$ cat src/rtl/core/assert_macros.svh
// ----------------------------------------------------------------------------
// assertion macros
// shared helpers for concurrent checks, sampled on clk, off during rst
// ----------------------------------------------------------------------------
`ifndef ASSERT_MACROS_SVH
`define ASSERT_MACROS_SVH

// same-cycle implication
`define ASSERT_SAME(label, ante, cons) \
  label: assert property (@(posedge clk) disable iff (rst) (ante) |-> (cons)) \
    else $error("assertion failed");

// next-cycle implication
`define ASSERT_NEXT(label, ante, cons) \
  label: assert property (@(posedge clk) disable iff (rst) (ante) |=> (cons)) \
    else $error("assertion failed");

`endif

$ cat src/rtl/core/lcht_pkg.sv
// ----------------------------------------------------------------------------
// lcht_pkg
// shared types, constants and the case fold for the lru cache cost tracker
// ----------------------------------------------------------------------------
package lcht_pkg;

  localparam int MAX_WAYS_DEF = 32;
  localparam int KEY_W        = 64;
  localparam int CFG_W        = 6;
  localparam int COST_W       = 32;
  localparam int HIT_COST     = 1;
  localparam int MISS_COST    = 5;

  typedef logic [KEY_W-1:0]  key_t;
  typedef logic [CFG_W-1:0]  cfg_t;
  typedef logic [COST_W-1:0] cost_t;

  // per-cell control from the top level
  typedef struct packed {
    logic cmp_en;    // capture a compare result
    logic cmp_valid; // cell lies below the used count
    logic load;      // take the neighbor's key
  } cell_ctrl_t;

  // fold A-Z to a-z in every byte
  function automatic key_t fold_case(input key_t k);
    key_t       r;
    logic [7:0] b;
    r = '0;
    for (int i = 0; i < KEY_W / 8; i++) begin
      b = k[8*i +: 8];
      if (b >= 8'h41 && b <= 8'h5A) begin
        b = b + 8'h20;
      end
      r[8*i +: 8] = b;
    end
    return r;
  endfunction

endpackage

$ cat src/rtl/core/lcht_req_if.sv
// ----------------------------------------------------------------------------
// lcht_req_if
// request channel: one key per transaction
// ----------------------------------------------------------------------------
interface lcht_req_if;
  import lcht_pkg::*;

  logic valid;
  logic ready;
  key_t key_bytes;

  modport source (output valid, output key_bytes, input ready);
  modport sink (input valid, input key_bytes, output ready);
endinterface

$ cat src/rtl/core/lcht_rsp_if.sv
// ----------------------------------------------------------------------------
// lcht_rsp_if
// response channel: hit flag and running cost per transaction
// ----------------------------------------------------------------------------
interface lcht_rsp_if;
  import lcht_pkg::*;

  logic  valid;
  logic  ready;
  logic  was_hit;
  cost_t total_cost;

  modport source (output valid, output was_hit, output total_cost, input ready);
  modport sink (input valid, input was_hit, input total_cost, output ready);
endinterface

$ cat src/rtl/core/lcht_cell.sv
// ----------------------------------------------------------------------------
// lcht_cell
// one cache way: holds a key, compares it, shifts in its neighbor's key
// ----------------------------------------------------------------------------
module lcht_cell (
  input  logic               clk,
  input  lcht_pkg::cell_ctrl_t ctrl,
  input  lcht_pkg::key_t     cmp_key,
  input  lcht_pkg::key_t     shift_key,
  output lcht_pkg::key_t     key,
  output logic               match
);
  import lcht_pkg::*;

  always_ff @(posedge clk) begin
    if (ctrl.load) begin
      key <= shift_key;
    end
    if (ctrl.cmp_en) begin
      match <= ctrl.cmp_valid && (key == cmp_key);
    end
  end

endmodule

$ cat src/rtl/core/lru_cache_hit_cost_tracker.sv
// ----------------------------------------------------------------------------
// lru_cache_hit_cost_tracker
// fully associative lru cache built as a chain of key cells, with running cost
// ----------------------------------------------------------------------------
//
//  channel  dir  handshake      payload
//  -------  ---  -------------  ------------------------------------
//  req      in   valid/ready    key_bytes (64b, case folded inside)
//  rsp      out  valid/ready    was_hit (1b), total_cost (32b)
//  cfg      in   cfg_we         cfg_wdata = ways_in_use (6b)
//
//  per transaction: the accept step folds the key and every cell compares
//  against it, then the update step shifts the cell chain and updates the cost
//  the next request is taken as soon as the update step is done, even while the
//  response register still waits on rsp.ready
//  the update step holds only while the previous response has not been taken
//  rst clears the control state, fill count, cost and ways_in_use; the cell
//  keys are not cleared (never read above the fill count)
//
`include "assert_macros.svh"

module lru_cache_hit_cost_tracker #(
  parameter int MAX_WAYS = lcht_pkg::MAX_WAYS_DEF
) (
  input  logic                clk,
  input  logic                rst,
  lcht_req_if.sink            req,
  lcht_rsp_if.source          rsp,
  input  logic                cfg_we,
  input  lcht_pkg::cfg_t      cfg_wdata
);
  import lcht_pkg::*;

  // way index and way count widths
  localparam int IDX_W = (MAX_WAYS > 1) ? $clog2(MAX_WAYS) : 1;
  localparam int CNT_W = $clog2(MAX_WAYS + 1);

  // control state
  logic             busy;        // compare done, chain update pending
  logic             out_valid;
  logic             out_hit;
  cfg_t             ways_in_use;
  logic [CNT_W-1:0] fill_count;
  cost_t            total_cost;

  // captured per transaction
  key_t             fkey;
  logic [CNT_W-1:0] size_q;
  logic [CNT_W-1:0] used_q;

  // cell chain
  key_t                cell_key [MAX_WAYS];
  logic [MAX_WAYS-1:0] match_vec;
  cell_ctrl_t          cell_ctrl [MAX_WAYS];

  logic             accept;
  logic             done;
  key_t             fold_key;
  logic [CNT_W-1:0] size_now;
  logic [CNT_W-1:0] used_now;
  logic             hit;
  logic [IDX_W-1:0] hit_idx;
  logic [IDX_W-1:0] pos;
  logic [CNT_W-1:0] used_m1;
  logic [COST_W:0]  cost_sum;

  assign req.ready      = !busy;
  assign accept         = req.valid && !busy;
  // the update step may finish only if the response register is free
  assign done           = busy && (!out_valid || rsp.ready);

  assign rsp.valid      = out_valid;
  assign rsp.was_hit    = out_hit;
  assign rsp.total_cost = total_cost;

  assign fold_key = fold_case(req.key_bytes);

  // clamp configured size to the number of ways, then limit by fill
  always_comb begin
    if (int'(ways_in_use) > MAX_WAYS) begin
      size_now = CNT_W'(MAX_WAYS);
    end else begin
      size_now = CNT_W'(ways_in_use);
    end
    used_now = (fill_count < size_now) ? fill_count : size_now;
  end

  // keys below the used count are distinct, so the match vector has at most one bit set
  always_comb begin
    hit_idx = '0;
    for (int i = 0; i < MAX_WAYS; i++) begin
      if (match_vec[i]) begin
        hit_idx = hit_idx | IDX_W'(i);
      end
    end
  end

  // shift point: the hit way, else the first free way, else the lru way
  always_comb begin
    hit     = |match_vec;
    used_m1 = used_q - CNT_W'(1);
    if (hit) begin
      pos = hit_idx;
    end else if (used_q < size_q) begin
      pos = used_q[IDX_W-1:0];
    end else begin
      pos = used_m1[IDX_W-1:0];
    end
  end

  // saturating cost add
  assign cost_sum = {1'b0, total_cost}
                  + (hit ? (COST_W+1)'(HIT_COST) : (COST_W+1)'(MISS_COST));

  // cells: cell 0 takes the new key, cell i takes cell i-1, up to the shift point
  for (genvar i = 0; i < MAX_WAYS; i++) begin : g_cell
    key_t shift_key;

    if (i == 0) begin : g_head
      assign shift_key = fkey;
    end else begin : g_body
      assign shift_key = cell_key[i-1];
    end

    assign cell_ctrl[i].cmp_en    = accept;
    assign cell_ctrl[i].cmp_valid = CNT_W'(i) < used_now;
    // size zero leaves the store untouched
    assign cell_ctrl[i].load      = done && (size_q != '0) && (IDX_W'(i) <= pos);

    lcht_cell u_cell (
      .clk       (clk),
      .ctrl      (cell_ctrl[i]),
      .cmp_key   (fold_key),
      .shift_key (shift_key),
      .key       (cell_key[i]),
      .match     (match_vec[i])
    );
  end

  // per-transaction capture
  always_ff @(posedge clk) begin
    if (accept) begin
      fkey   <= fold_key;
      size_q <= size_now;
      used_q <= used_now;
    end
    if (done) begin
      out_hit <= hit;
    end
  end

  // control state
  always_ff @(posedge clk) begin
    if (rst) begin
      busy        <= 1'b0;
      out_valid   <= 1'b0;
      ways_in_use <= '0;
      fill_count  <= '0;
      total_cost  <= '0;
    end else begin
      if (cfg_we) begin
        ways_in_use <= cfg_wdata;
      end
      if (accept) begin
        busy <= 1'b1;
      end else if (done) begin
        busy <= 1'b0;
      end
      if (done) begin
        out_valid <= 1'b1;
        total_cost <= cost_sum[COST_W] ? '1 : cost_sum[COST_W-1:0];
        if (size_q != '0) begin
          fill_count <= (!hit && used_q < size_q) ? used_q + CNT_W'(1) : used_q;
        end
      end else if (rsp.ready) begin
        out_valid <= 1'b0;
      end
    end
  end

  `ASSERT_SAME(a_fill_range, 1'b1, fill_count <= CNT_W'(MAX_WAYS))
  `ASSERT_SAME(a_match_unique, busy, $onehot0(match_vec))
  `ASSERT_NEXT(a_accept_busy, req.valid && req.ready, busy)

endmodule

$ cat src/flat_wrapper.sv
// flat-port wrapper written by rule: the top's interface ports become plain ports
module lru_cache_hit_cost_tracker_flat import lcht_pkg::*;
#(
  parameter int MAX_WAYS = lcht_pkg::MAX_WAYS_DEF
)
  (clk, rst, cfg_we, cfg_wdata, req_valid, req_key_bytes, req_ready, rsp_valid, rsp_was_hit, rsp_total_cost, rsp_ready);
  lcht_req_if req_i ();
  lcht_rsp_if rsp_i ();
  input  logic clk;
  input  logic rst;
  input  logic cfg_we;
  input  lcht_pkg::cfg_t cfg_wdata;
  input wire logic [$bits(req_i.valid)-1:0] req_valid;
  input wire logic [$bits(req_i.key_bytes)-1:0] req_key_bytes;
  output wire logic [$bits(req_i.ready)-1:0] req_ready;
  output wire logic [$bits(rsp_i.valid)-1:0] rsp_valid;
  output wire logic [$bits(rsp_i.was_hit)-1:0] rsp_was_hit;
  output wire logic [$bits(rsp_i.total_cost)-1:0] rsp_total_cost;
  input wire logic [$bits(rsp_i.ready)-1:0] rsp_ready;
  assign req_i.valid = req_valid;
  assign req_i.key_bytes = req_key_bytes;
  assign req_ready = req_i.ready;
  assign rsp_valid = rsp_i.valid;
  assign rsp_was_hit = rsp_i.was_hit;
  assign rsp_total_cost = rsp_i.total_cost;
  assign rsp_i.ready = rsp_ready;
  lru_cache_hit_cost_tracker #(.MAX_WAYS(MAX_WAYS)) u_core (.clk(clk), .rst(rst), .req(req_i), .rsp(rsp_i), .cfg_we(cfg_we), .cfg_wdata(cfg_wdata));
endmodule
$ cat config.mk
export PLATFORM = sky130hd
export DESIGN_NAME = lru_cache_hit_cost_tracker_flat
export DESIGN_NICKNAME = d
export VERILOG_FILES = /design/src/rtl/core/lcht_pkg.sv /design/src/rtl/core/lcht_req_if.sv /design/src/rtl/core/lcht_rsp_if.sv /design/src/rtl/core/lcht_cell.sv /design/src/rtl/core/lru_cache_hit_cost_tracker.sv /design/src/flat_wrapper.sv
export VERILOG_INCLUDE_DIRS = /design/src /design/src/rtl/core
export SDC_FILE = /design/constraint.sdc
export NUM_CORES = 2
export LEC_CHECK = 0
export ABC_AREA = 0
export BUFFER_PORTS_ARGS = -buffer_cell sky130_fd_sc_hd__buf_4
export CORE_MARGIN = 10
export CORE_UTILIZATION = 62
export CTS_BUF_LIST = sky130_fd_sc_hd__clkbuf_16
export DETAILED_ROUTE_END_ITERATION = 6
export PLACE_DENSITY = 0.78
export SLEW_MARGIN = 15
export SYNTH_ARGS = -nofsm -noshare
export SYNTH_HDL_FRONTEND = slang
export SYNTH_SLANG_ARGS = --single-unit
$ cat constraint.sdc
create_clock -name clk -period 14.73 [get_ports clk]
set_input_delay 1.473 -clock clk [delete_from_list [all_inputs] [get_ports clk]]
set_output_delay 1.473 -clock clk [all_outputs]
set_load 0.05 [all_outputs]
==> flow_metrics.py <==
metrics = {
    "clock_network": {
        "clk_latency_ns": 0.85,
        "path_clk_slew_ns": 0.06,
        "hold_buffers": 0,
        "h-tree-depth": 4,
        "cts_resized": 0,
        "cts_made_buffers": 212,
        "cts_setup_buffers": 0,
        "cts.path.max_buffers": 3,
        "clock_sinks": 2203,
        "cts_tree": "done",
        "cts_root_buffer": "clkbuf_16",
    },
    "final_layout": {
        "layout-drive-gt1-share_pct": 9.80,
        "layout.nets": 6288,
        "mostFrequentLayoutCell": "edfxtp_1",
        "final_cell_mix": "2157 x edfxtp_1, 1037 x xnor2_1, 953 x xor2_1",
        "seq_area_um2": 65700,
        "multi_input_area_um2": 27400,
        "num-fill-cells": 9705,
        "final_cells": 8396,
        "syn_to_final_growth_pct": 10.7,
    },
    "worst_setup_path": {
        "cp-end-kind": "flop",
        "arrival_ns": 5.59,
        "critPathLaunchType": "flop",
        "crit_chain": "inv_1 > nand2_1 > ha_1 > a21o_1 > a2111oi_0 > o2bb2ai_4 > buf_4 > mux2i_1 > nand4_1 > or4_1 > nor4_1",
        "critPathKind": "flop to flop",
        "cpPeakStageDelay_ns": 0.80,
        "r2r_setup_slack_ns": 9.82,
        "path_max_fanout": 40,
        "worstPathRequired_ns": 15.40,
        "critPathTopFamily": "compound AO/OA/AOI/OAI gates",
        "cpMaxStageDelayCell": "mux2i_1",
        "cp_num_buf_inv": 2,
    },
    "floorplan": {
        "die_h_um": 410,
        "dieArea_um2": 168000,
        "coreArea_um2": 150000,
        "dieWidth_um": 410,
        "pin_count": 110,
        "initial_utilization_pct": 62.6,
        "rows": 142,
    },
    "route": {
        "route.met3.wl_um": 30400,
        "routed_via_density": 6.58,
        "met2_length_um": 137000,
        "dr.pass1.iters": 7,
        "routed.top_layer": "met5",
        "post-route-drc-count": 139,
        "wl_um": 286000,
        "antenna_left": 0,
        "routedWlPerCell_um": 34.1,
        "wl_met1_um": 95000,
        "via_count": 55200,
        "dr.first_iter.drc_count": 7719,
    },
    "logic_synthesis": {
        "yosys.area_share.simple_pct": 6.44,
        "synth_compound_gate_area_share_pct": 3.01,
        "synth_xor_area_share_pct": 18.5,
        "synth.net_count": 6117,
        "synth_fa_ha_area_share_pct": 0.292,
        "synth-seq-cells": 2203,
        "synth_top_family_by_area": "XOR/XNOR gates",
        "ys_top_cells_by_area": "edfxtp_1 69%, xnor2_1 9.6%, xor2_1 8.9%, nor4_1 2.1%, nand4_1 1.8%",
        "ys_types": 101,
        "synth_async_sr_flop_share_pct": 0,
        "muxShareOfSynthArea_pct": 0.292,
        "ys_seq_area_share_pct": 69.8,
        "synth-edff-count": 2157,
        "synth_cells": 6020,
        "yosys_warnings": 0,
        "yosys.area.top_type_share_pct": 68.8,
        "yosysTopAreaCell": "edfxtp_1",
        "avgSynthCellArea_um2": 15.6,
        "synth_area_um2": 94100,
        "synth_ff_type": "edfxtp_1",
    },
    "placement": {
        "gp_congestion": 1.07,
        "port-buffer-count": 109,
        "dp_hpwl_um": 208000,
        "dp_slack_ns": 9.29,
        "dp.cells": 7992,
    },
    "grt": {
        "grt-ovfl-total": 0,
        "grt_pass1_wl_um": 396000,
        "antenna_found_initial": 24,
        "grt_use_total_pct": 33.4,
        "grt_max_degree": 65,
        "grt_pass1_vias": 54900,
    },
    "sta": {
        "worst_pin_slew_ns": 1.37,
        "setup_viol_count_final": 0,
        "maxSlewHeadroom_pct": 7.87,
        "finalCriticalPeriod_ns": 4.91,
        "layout_setup_ws_ns": 9.82,
        "min_period_over_period_pct": 33.4,
        "finalHoldViolations": 0,
        "tns_ns": 0,
        "drv_slew": 0,
        "fmax_mhz": 204,
        "worst_clock_skew_ns": 0.0397,
        "rsz0062_at_grt": "false",
    },
    "power": {
        "irDropWorstVdd_uv": 137,
        "p_total_w": 0.0147,
        "cellLeakagePower_nw": 33.8,
        "p_per_area_nw_per_um2": 141,
    },
    "run": {
        "cap_violations": 0,
    },
    "outcome": {
        "failed_checks": "DRC",
        "status": "finished, violations left",
    },
    "hold_path": {
        "hold_path.class": "flop to flop",
    },
}
[synth_stat cells, drive strengths merged, types with 24 or more instances]
master / number
nor4: 325
nand4: 278
a2111oi: 33
clkbuf: 92
o22ai: 24
edfxtp: 2157
nand3: 58
dfxtp: 46
xnor2: 1037
o2111ai: 24
a21oi: 99
nand2: 74
nor2: 138
buf: 179
inv: 74
or4: 27
o21ai: 58
nor3: 60
xor2: 953
[cells by family after synthesis]
kind of cell    Yosys count
compound gates          383
simple gates           1047
mux                      27
xor+xnor               1990
flops                  2203
fa+ha+maj                22
buf+inv                 348
[area by class of cell]
| cell class | instances | share of cell area, % |
|---|---|---|
| inverter | 77 | 0.278 |
| antenna | 12 | 0.0288 |
| clock inverter | 174 | 1.15 |
| tap | 2016 | 2.42 |
| multi-input combinational | 3469 | 26.2 |
| timing repair buffer | 228 | 1.64 |
| clock buffer | 217 | 5.21 |
| sequential | 2203 | 63.0 |
[routing by layer]
metal	up-vias	GRT usage (%)
li1	22800	-
met5	-	0.661
met2	3688	54.4
met4	30	23.0
met1	27800	38.0
met3	901	9.56
[worst reg2reg max path, stage by stage (launching register included)]
cell       delay (ns)
dfxtp_1          0.63
inv_1            0.18
nand2_1          0.19
ha_1             0.28
a21o_1           0.16
a2111oi_0        0.75
o2bb2ai_4        0.29
buf_4            0.48
mux2i_1          0.82
nand4_1          0.16
or4_1            0.62
nor4_1           0.18
[power by group]
part           total, W  internal, W  switching, W
clock           0.00521      0.00286       0.00235
sequential      0.00792      0.00753      0.000392
combinational   0.00156     0.000492       0.00107
[state kept, by name (all words and copies together), names as in the netlist]
signal                      flops
u_core.fkey                    64
u_core.g_cell.u_cell.match     32
u_core.fill_count               6
u_core.used_q                   6
u_core.rsp.valid                1
u_core.size_q                   6
u_core.ways_in_use              6
u_core.rsp.total_cost          32
u_core.rsp.was_hit              1
u_core.busy                     1
u_core.g_cell.u_cell.key     2048
[through the flow]
step	util, %	cell area, um2	hold WS, ns
6_report	69.4	104000	0.415
5_1_grt	69.3	104000	0.422
4_1_cts	69.3	104000	0.415
3_5_place_dp	64.9	97600	0.405
3_3_place_gp	64.9	97600	0.401
2_1_floorplan	-	94100	0.400
[path summary, 6_finish.rpt]
kind / from / to / cells past startpoint
setup / recovery: u_core.ways_in_use[5]$_SDFFE_PP0P_ / u_core.g_cell[13].u_cell.match$_DFFE_PP_ / 11
hold / removal: u_core.fkey[63]$_DFFE_PP_ / u_core.g_cell[0].u_cell.key[63]$_DFFE_PP_ / 0
setup reg to reg: u_core.ways_in_use[5]$_SDFFE_PP0P_ / u_core.g_cell[13].u_cell.match$_DFFE_PP_ / 11
hold reg to reg: u_core.fkey[63]$_DFFE_PP_ / u_core.g_cell[0].u_cell.key[63]$_DFFE_PP_ / 0
Note: power is estimated with default switching activity, not from simulation.
